**src/rtl/core/rrts_pkg.sv**
```systemverilog
// ----------------------------------------------------------------------------
// Round-robin task scheduler package
// Shared types, codes and defaults for the task scheduler.
// ----------------------------------------------------------------------------
package rrts_pkg;

    localparam int DEF_NUM_SLOTS = 64;

    typedef enum logic [2:0] {
        OP_CREATE  = 3'd0,
        OP_DESTROY = 3'd1,
        OP_BLOCK   = 3'd2,
        OP_UNBLOCK = 3'd3,
        OP_YIELD   = 3'd4,
        OP_EXIT    = 3'd5,
        OP_SCHED   = 3'd6
    } t_op;

    typedef enum logic [2:0] {
        SS_FREE     = 3'd0,
        SS_READY    = 3'd1,
        SS_RUNNING  = 3'd2,
        SS_SLEEPING = 3'd3,
        SS_BLOCKED  = 3'd4,
        SS_ZOMBIE   = 3'd5
    } t_slot_st;

    typedef enum logic [1:0] {
        STS_OK     = 2'd0,
        STS_NOFREE = 2'd1,
        STS_EMPTY  = 2'd2,
        STS_REFUSE = 2'd3
    } t_status;

    typedef struct packed {
        logic [2:0] op;
        logic [5:0] task_id;
    } t_sched_in;

    typedef struct packed {
        logic [1:0] status;
        logic [5:0] result_task;
        logic       switched;
        logic [5:0] previous_task;
    } t_sched_out;

endpackage

```
**src/rtl/core/round_robin_task_scheduler.sv**
```systemverilog
// ----------------------------------------------------------------------------
// Round-robin task scheduler
// Slot table in a synchronous memory, scanned one entry per cycle.
// ----------------------------------------------------------------------------
// One operation is taken at a time. Op code 7, a refused exit, and an exit,
// schedule or yield with scheduling off go straight from decode to the result.
// Destroy, unblock and a block that makes no switch read the target slot
// first. Create scans the slot table for a free entry. Schedule, yield and
// exit scan the table for a ready entry, and so does a block of the current
// task. The pace of a scan is set by the single read port of the slot table,
// which returns one slot state per cycle during a scan. The result sits in an
// output register, so the next operation is taken while it waits. Slots that
// were never written read as free (slot 0 as running), so there is no
// clearing pass after reset.
// ----------------------------------------------------------------------------
module round_robin_task_scheduler
    import rrts_pkg::*;
#(
    parameter int NUM_SLOTS = DEF_NUM_SLOTS
) (
    input  logic       i_clk,
    input  logic       i_rst_n,
    input  logic       i_cfg_wr_en,
    input  logic       i_cfg_wr_data,
    input  logic       i_in_valid,
    output logic       o_in_stall,
    input  t_sched_in  i_in_data,
    output logic       o_out_valid,
    input  logic       i_out_stall,
    output t_sched_out o_out_data
);

    localparam int AW = (NUM_SLOTS > 1) ? $clog2(NUM_SLOTS) : 1;
    localparam int HW = $clog2(NUM_SLOTS + 1);
    localparam int CW = $clog2(NUM_SLOTS + 1);
    localparam logic [AW-1:0] LAST_SLOT = AW'(NUM_SLOTS - 1);
    localparam logic [CW-1:0] PICK_LEN  = CW'(NUM_SLOTS);
    localparam logic [CW-1:0] ALLOC_LEN = CW'(NUM_SLOTS - 1);

    typedef enum logic [9:0] {
        S_IDLE  = 10'b00_0000_0001,
        S_DEC   = 10'b00_0000_0010,
        S_TGT   = 10'b00_0000_0100,
        S_ALLOC = 10'b00_0000_1000,
        S_PRV   = 10'b00_0001_0000,
        S_PRV_W = 10'b00_0010_0000,
        S_PICK  = 10'b00_0100_0000,
        S_SWAP  = 10'b00_1000_0000,
        S_SWAP2 = 10'b01_0000_0000,
        S_DONE  = 10'b10_0000_0000
    } t_state;

    // slot table and its written-flags
    logic [2:0]           r_mem [NUM_SLOTS];
    logic [NUM_SLOTS-1:0] r_vld;

    t_state          r_state,     n_state;
    logic            r_out_valid, n_out_valid;
    t_sched_out      r_out_data,  n_out_data;
    logic [AW-1:0]   r_running,   n_running;
    logic [HW-1:0]   r_hint,      n_hint;
    logic            r_sched_en,  n_sched_en;
    logic            r_chk,       n_chk;
    logic            r_last,      n_last;
    logic [CW-1:0]   r_iss_cnt,   n_iss_cnt;
    logic [AW-1:0]   r_scan_addr, n_scan_addr;
    logic [2:0]      r_op,        n_op;
    logic [5:0]      r_tid,       n_tid;
    logic [AW-1:0]   r_prev_task, n_prev_task;
    t_status         r_status,    n_status;
    logic            r_created,   n_created;
    logic [AW-1:0]   r_newslot,   n_newslot;
    logic            r_switched,  n_switched;
    t_slot_st        r_prev_st,   n_prev_st;
    logic [AW-1:0]   r_next,      n_next;

    logic [2:0]      r_rd_data;
    logic            r_rd_vld;
    logic [AW-1:0]   r_rd_addr;

    logic            rd_en;
    logic [AW-1:0]   rd_addr;
    logic            wr_en;
    logic [AW-1:0]   wr_addr;
    t_slot_st        wr_data;
    t_slot_st        rd_state;
    logic [AW-1:0]   tgt_addr;
    logic            tgt_ok;
    logic            scan_pick;
    logic [CW-1:0]   scan_len;
    logic [AW-1:0]   scan_wrap;
    t_state          pick_entry;

    assign o_in_stall  = (r_state != S_IDLE);
    assign o_out_valid = r_out_valid;
    assign o_out_data  = r_out_data;

    // unwritten slots read as their reset state
    always_comb begin
        if (r_rd_vld) begin
            rd_state = t_slot_st'(r_rd_data);
        end else if (r_rd_addr == '0) begin
            rd_state = SS_RUNNING;
        end else begin
            rd_state = SS_FREE;
        end
    end

    assign tgt_addr   = AW'(r_tid);
    assign tgt_ok     = (32'(r_tid) < 32'(NUM_SLOTS)) && (rd_state != SS_FREE);
    assign scan_pick  = (r_state == S_PICK);
    assign scan_len   = scan_pick ? PICK_LEN : ALLOC_LEN;
    assign scan_wrap  = scan_pick ? AW'(0) : AW'(1);
    assign pick_entry = r_sched_en ? S_PRV : S_DONE;

    always_comb begin
        n_state     = r_state;
        n_out_valid = r_out_valid;
        n_out_data  = r_out_data;
        n_running   = r_running;
        n_hint      = r_hint;
        n_sched_en  = i_cfg_wr_en ? i_cfg_wr_data : r_sched_en;
        n_chk       = r_chk;
        n_last      = r_last;
        n_iss_cnt   = r_iss_cnt;
        n_scan_addr = r_scan_addr;
        n_op        = r_op;
        n_tid       = r_tid;
        n_prev_task = r_prev_task;
        n_status    = r_status;
        n_created   = r_created;
        n_newslot   = r_newslot;
        n_switched  = r_switched;
        n_prev_st   = r_prev_st;
        n_next      = r_next;
        rd_en       = 1'b0;
        rd_addr     = r_scan_addr;
        wr_en       = 1'b0;
        wr_addr     = r_running;
        wr_data     = SS_READY;

        if (r_out_valid && !i_out_stall) begin
            n_out_valid = 1'b0;
        end

        // issue one scan read per cycle until the whole range is covered
        if (r_state == S_ALLOC || r_state == S_PICK) begin
            if (r_iss_cnt != scan_len) begin
                rd_en       = 1'b1;
                rd_addr     = r_scan_addr;
                n_scan_addr = (r_scan_addr == LAST_SLOT) ? scan_wrap
                                                         : r_scan_addr + AW'(1);
                n_iss_cnt   = r_iss_cnt + CW'(1);
                n_chk       = 1'b1;
                n_last      = (r_iss_cnt == scan_len - CW'(1));
            end else begin
                n_chk = 1'b0;
            end
        end

        unique case (r_state)
            S_IDLE: begin
                if (i_in_valid) begin
                    n_op        = i_in_data.op;
                    n_tid       = i_in_data.task_id;
                    n_prev_task = r_running;
                    n_status    = STS_OK;
                    n_created   = 1'b0;
                    n_switched  = 1'b0;
                    n_state     = S_DEC;
                end
            end
            S_DEC: begin
                case (t_op'(r_op))
                    OP_DESTROY, OP_BLOCK, OP_UNBLOCK: begin
                        rd_en   = 1'b1;
                        rd_addr = tgt_addr;
                        n_state = S_TGT;
                    end
                    OP_CREATE: begin
                        n_scan_addr = (r_hint >= HW'(NUM_SLOTS)) ? AW'(1) : AW'(r_hint);
                        n_iss_cnt   = '0;
                        n_chk       = 1'b0;
                        n_state     = S_ALLOC;
                    end
                    OP_EXIT: begin
                        if (r_running == '0) begin
                            n_status = STS_REFUSE;
                            n_state  = S_DONE;
                        end else begin
                            wr_en   = 1'b1;
                            wr_addr = r_running;
                            wr_data = SS_ZOMBIE;
                            n_state = pick_entry;
                        end
                    end
                    OP_YIELD, OP_SCHED: begin
                        n_state = pick_entry;
                    end
                    default: begin
                        n_state = S_DONE;
                    end
                endcase
            end
            S_TGT: begin
                n_state = S_DONE;
                case (t_op'(r_op))
                    OP_DESTROY: begin
                        if (!tgt_ok) begin
                            n_status = STS_EMPTY;
                        end else if (tgt_addr == '0 || tgt_addr == r_running) begin
                            n_status = STS_REFUSE;
                        end else begin
                            wr_en   = 1'b1;
                            wr_addr = tgt_addr;
                            wr_data = SS_FREE;
                        end
                    end
                    OP_BLOCK: begin
                        if (!tgt_ok) begin
                            n_status = STS_EMPTY;
                        end else if (tgt_addr == '0) begin
                            n_status = STS_REFUSE;
                        end else begin
                            wr_en   = 1'b1;
                            wr_addr = tgt_addr;
                            wr_data = SS_BLOCKED;
                            if (tgt_addr == r_running) begin
                                n_state = pick_entry;
                            end
                        end
                    end
                    OP_UNBLOCK: begin
                        if (!tgt_ok) begin
                            n_status = STS_EMPTY;
                        end else if (rd_state == SS_BLOCKED || rd_state == SS_SLEEPING) begin
                            wr_en   = 1'b1;
                            wr_addr = tgt_addr;
                            wr_data = SS_READY;
                        end
                    end
                    default: begin
                    end
                endcase
            end
            S_ALLOC: begin
                if (r_chk) begin
                    if (rd_state == SS_FREE) begin
                        wr_en     = 1'b1;
                        wr_addr   = r_rd_addr;
                        wr_data   = SS_READY;
                        n_created = 1'b1;
                        n_newslot = r_rd_addr;
                        n_hint    = HW'(r_rd_addr) + HW'(1);
                        n_state   = S_DONE;
                    end else if (r_last) begin
                        n_status = STS_NOFREE;
                        n_state  = S_DONE;
                    end
                end
            end
            S_PRV: begin
                rd_en   = 1'b1;
                rd_addr = r_running;
                n_state = S_PRV_W;
            end
            S_PRV_W: begin
                n_prev_st   = rd_state;
                n_scan_addr = (r_running == LAST_SLOT) ? AW'(0) : r_running + AW'(1);
                n_iss_cnt   = '0;
                n_chk       = 1'b0;
                n_state     = S_PICK;
            end
            S_PICK: begin
                if (r_chk) begin
                    if (rd_state == SS_READY) begin
                        n_next  = r_rd_addr;
                        n_state = S_SWAP;
                    end else if (r_last) begin
                        // nothing ready: fall back to the idle task
                        n_next  = '0;
                        n_state = S_SWAP;
                    end
                end
            end
            S_SWAP: begin
                if (r_next == r_running) begin
                    n_state = S_DONE;
                end else begin
                    if (r_prev_st == SS_RUNNING) begin
                        wr_en   = 1'b1;
                        wr_addr = r_running;
                        wr_data = SS_READY;
                    end
                    n_state = S_SWAP2;
                end
            end
            S_SWAP2: begin
                wr_en      = 1'b1;
                wr_addr    = r_next;
                wr_data    = SS_RUNNING;
                n_running  = r_next;
                n_switched = 1'b1;
                n_state    = S_DONE;
            end
            S_DONE: begin
                // hold until the output register is free
                if (!r_out_valid || !i_out_stall) begin
                    n_out_valid                = 1'b1;
                    n_out_data.status          = r_status;
                    n_out_data.result_task     = 6'(r_created ? r_newslot : r_running);
                    n_out_data.switched        = r_switched;
                    n_out_data.previous_task   = 6'(r_prev_task);
                    n_state                    = S_IDLE;
                end
            end
            default: begin
                n_state = S_IDLE;
            end
        endcase
    end

    always_ff @(posedge i_clk) begin
        if (!i_rst_n) begin
            r_state     <= S_IDLE;
            r_out_valid <= 1'b0;
            r_running   <= '0;
            r_hint      <= HW'(1);
            r_sched_en  <= 1'b1;
            r_chk       <= 1'b0;
        end else begin
            r_state     <= n_state;
            r_out_valid <= n_out_valid;
            r_running   <= n_running;
            r_hint      <= n_hint;
            r_sched_en  <= n_sched_en;
            r_chk       <= n_chk;
        end
    end

    always_ff @(posedge i_clk) begin
        r_out_data  <= n_out_data;
        r_last      <= n_last;
        r_iss_cnt   <= n_iss_cnt;
        r_scan_addr <= n_scan_addr;
        r_op        <= n_op;
        r_tid       <= n_tid;
        r_prev_task <= n_prev_task;
        r_status    <= n_status;
        r_created   <= n_created;
        r_newslot   <= n_newslot;
        r_switched  <= n_switched;
        r_prev_st   <= n_prev_st;
        r_next      <= n_next;
    end

    // slot table: one write port, one registered read port
    always_ff @(posedge i_clk) begin
        if (wr_en) begin
            r_mem[wr_addr] <= wr_data;
        end
    end

    always_ff @(posedge i_clk) begin
        if (rd_en) begin
            r_rd_data <= r_mem[rd_addr];
            r_rd_vld  <= r_vld[rd_addr];
            r_rd_addr <= rd_addr;
        end
    end

    always_ff @(posedge i_clk) begin
        if (!i_rst_n) begin
            r_vld <= '0;
        end else if (wr_en) begin
            r_vld[wr_addr] <= 1'b1;
        end
    end

    // a read never races a write to the same slot
    a_no_rw_clash: assert property (@(posedge i_clk) disable iff (!i_rst_n)
        (rd_en && wr_en) |-> (rd_addr != wr_addr))
        else $error("slot table read and write hit the same entry");

    a_swap_real: assert property (@(posedge i_clk) disable iff (!i_rst_n)
        (r_state == S_SWAP2) |-> (r_next != r_running))
        else $error("task switch to the task already running");

    a_running_only_on_swap: assert property (@(posedge i_clk) disable iff (!i_rst_n)
        !$stable(r_running) |-> $past(r_state == S_SWAP2))
        else $error("current task changed outside a switch");

    a_hint_nonzero: assert property (@(posedge i_clk) disable iff (!i_rst_n)
        r_hint != '0)
        else $error("allocation hint points at the idle slot");

    a_accept_from_idle: assert property (@(posedge i_clk) disable iff (!i_rst_n)
        (r_state == S_DEC) |-> $past(r_state == S_IDLE && i_in_valid))
        else $error("decode entered without a transfer");

endmodule

```
**config.mk**
```make
export PLATFORM = sky130hd
export DESIGN_NAME = round_robin_task_scheduler
export DESIGN_NICKNAME = d
export VERILOG_FILES = /design/src/rtl/core/rrts_pkg.sv /design/src/rtl/core/round_robin_task_scheduler.sv
export SDC_FILE = /design/constraint.sdc
export NUM_CORES = 1
export LEC_CHECK = 0
export BUFFER_PORTS_ARGS = -buffer_cell sky130_fd_sc_hd__buf_4
export CAP_MARGIN = 20
export CORE_MARGIN = 2
export CORE_UTILIZATION = 34
export DETAILED_ROUTE_END_ITERATION = 16
export SYNTH_ARGS = -nofsm -noshare
export SYNTH_HDL_FRONTEND = slang
export SYNTH_SLANG_ARGS = --single-unit
```
**constraint.sdc**
```tcl
create_clock -name i_clk -period 5.7 [get_ports i_clk]
set_clock_uncertainty 0.05 [all_clocks]
set_input_delay 1.14 -clock i_clk [delete_from_list [all_inputs] [get_ports i_clk]]
set_output_delay 1.14 -clock i_clk [all_outputs]
set_load 0.1 [all_outputs]
```
==> metrics.txt <==
flops & latches, synth=355; worst path cell trace=nor4_1 -> a21boi_1 -> or3_1 -> a21oi_2 -> o2bb2ai_1 -> a221oi_2 -> nand2_1 -> nor2_1; Antenna Cells=0; CTS clk-pin slew, worst paths=0.06 ns; Hold Buf Count CTS=0; P&R area growth vs syn=13.2%; Area contributors post-synth=edfxtp_1, dfxtp_1, nand2_1, nor2_1, a21oi_1; Fin Hold WS=0.368 ns; Mapped Area=15500 um2; Synth Flop Type=edfxtp_1; CTS Buf Count=38; number of synthesized flops with an enable pin=252; Syn Area/Cell=10.9 um2; Detailed Route Iter0 Violations=1038; Hold Violations, Final=0; vias in the first global route=10.7k; Largest stage delay, worst path=0.62 ns; Net Count, Synth=1449; DRT Pass-1 Iters=5; cell area power density=401 nW/um2; via count=11.2k; min Tclk post-route=4.50 ns; fmax=0.222 GHz; GR Overflow Total=0; vias per inst=5.41; Buffers on Ports=31; Tcrit/Tclk final=79.0%; Slew Limit Fails=0; Place WS=1.30 ns; area leader, netlist=edfxtp_1; CTS Buffer Depth=3; Starting Density=34.3%; number of I/O pins=32; core area=45300 um2; top layer used by detailed routing=met4; met3 wire len=3.22 mm; Reg2Reg Setup Slack=1.20 ns; die extent in y=218 um; Yosys top cell area share=48.7%; Async S/R FF share, synth=0%; Stages on worst setup path=8; Crit. End Element=flip-flop; CP delay by family, top=simple AND/OR/NAND/NOR gates; Leak=5.96 nW; HPWL Detailed=27.3 mm; Synth Instances=1428; final wirelength=42.9 mm; Post-CTS Setup Inserts=0; worst reg2reg startpoint=r_rd_addr[3]$_DFFE_PP_; H-tree levels=2; slowest CP cell=a221oi_2; Placer Congestion=0.860; row count=78; Final WS setup=1.20 ns; fill count=4465; Worst setup startpoint=r_rd_addr[3]$_DFFE_PP_; first-pass GRT wire length=64.8 mm; share of cells above drive strength 1=10.1%; Setup crit end=r_mem[34][2]$_DFFE_PP_; RSZ-0062 raised after global routing=no; WL/cell=20.8 um; Crit path buffers/inverters=0; worst reg2reg endpoint=r_mem[34][2]$_DFFE_PP_; clock latency on the worst-skew pair=0.54 ns; maxcap violations=0; Synth cell types=87; initial antenna violation count=0; clk root buf=clkbuf_16; transition time of the tightest slew-check pin=0.941 ns; hold crit path type=flip-flop to flip-flop; share of the yosys chip area belonging to registers=62.0%; status=completed; met2 wire len=19.7 mm; Die Width=218 um; largest net degree at the start of global routing=102; CTS sink count=355; Nets=1461; die area=47400 um2; Worst Path Class, Setup=flip-flop to flip-flop; Antenna Nets Post-Route=0; Final setup viols=0; Req. time, crit path=5.86 ns; CP max FO=16; CP Launch Type=flip-flop; CP arrival=4.67 ns; Setup Total Neg Slack=0 ns; maximum vdd drop=281 uV; detailed-route DRC error count=0; final core utilization=38.9%; Yosys warnings=0; WHS Path Cells=0; CTS tree=done; Resized Gates After CTS=0; worst r2r path cells=8; met1 WL=18.7 mm; GR Util All Layers=18.0%; relative max-transition margin=37.2%
[layout make-up]
cell class	count	area [um2]	share of cell area (%)
Clock inverter	18	228	1.29
Sequential cell	355	9630	54.7
Multi-Input combinational cell	976	5500	31.3
Clock buffer	50	1020	5.77
Timing Repair Buffer	49	393	2.23
Inverter	20	75.1	0.427
Tap cell	600	751	4.27
[per-layer routing]
metal	vias to the layer above	track usage, %
met2	446	29.0
met1	5417	24.3
li1	5234	-
met3	96	3.26
met4	0	6.03
met5	-	0
[worst min-delay path by stage]
stage                                     endpoint  slack (ns)                     start
after detailed placement   o_out_data[4]$_DFFE_PP_        0.36  r_prev_task[4]$_DFFE_PP_
final                      o_out_data[4]$_DFFE_PP_        0.37  r_prev_task[4]$_DFFE_PP_
after floorplan            o_out_data[0]$_DFFE_PP_        0.35  r_prev_task[0]$_DFFE_PP_
after global placement     o_out_data[3]$_DFFE_PP_        0.35  r_prev_task[3]$_DFFE_PP_
after CTS                 o_out_data[13]$_DFFE_PP_        0.37     r_status[0]$_DFFE_PP_
after global routing      o_out_data[13]$_DFFE_PP_        0.38     r_status[0]$_DFFE_PP_
[cells by family (layout without fill, tap and decap cells)]
group	after synthesis	after routing	synth area share (%)
and+or+nand+nor	631	631	18.7
DFF	355	355	62.0
AOI/OAI and AO/OA	272	272	12.0
buffers and inverters	97	137	2.75
muxes	37	37	2.42
xor gates and xnor gates	30	30	1.69
adders and majority gates	6	6	0.483
[through the flow]
step	cells	total power [mW]	cell area [um2]
finish	2068	7.05	17600
global route	2068	7.35	17600
CTS	2068	7.08	17600
detailed placement	2000	4.60	16300
global placement	2000	4.59	16300
floorplan	1428	4.11	15500
[state kept, by name (all words and copies together), names as in the netlist, 3 cells and up]
register,count
o_out_data,15
r_hint,7
r_iss_cnt,7
r_mem,192
r_newslot,6
r_next,6
r_op,3
r_prev_st,3
r_prev_task,6
r_rd_addr,6
r_rd_data,3
r_running,6
r_scan_addr,6
r_state,10
r_tid,6
r_vld,64
[power by group]
| part | total (mW) | switching, mW | internal, mW | leakage (nW) |
|---|---|---|---|---|
| clock network | 2.49 | 1.00 | 1.49 | 0.611 |
| registers | 2.98 | 0.124 | 2.86 | 3.17 |
| logic | 1.58 | 1.09 | 0.487 | 2.18 |
[cell usage in the layout, fill, tap and decap left out, types with 5 or more instances in the layout]
cell type,instances
a211o_1,5
a211oi_1,8
a21oi_1,72
a221oi_1,5
a22o_1,35
a22oi_1,5
a31oi_1,16
and2_1,17
and3_1,13
buf_4,47
bufinv_16,5
clkbuf_1,10
clkbuf_16,38
clkinv_2,8
dfxtp_1,103
edfxtp_1,252
ha_1,6
inv_1,15
mux2i_1,33
nand2_1,297
nand3_1,70
nand4_1,23
nor2_1,135
nor2b_1,6
nor3_1,20
nor4_1,6
o211ai_1,6
o21ai_0,47
o21ai_1,7
o221ai_1,5
o22ai_1,14
xnor2_1,18
xor2_1,12
[cell usage after synthesis, types with 18 or more instances]
library cell	n
nand2_1	297
edfxtp_1	252
nor2_1	136
dfxtp_1	103
a21oi_1	72
nand3_1	70
o21ai_0	47
a22o_1	35
clkbuf_1	33
mux2i_1	33
buf_2	27
nand4_1	23
nor3_1	20
and2_1	18
xnor2_1	18
Note: power is estimated with default switching activity, not from simulation.
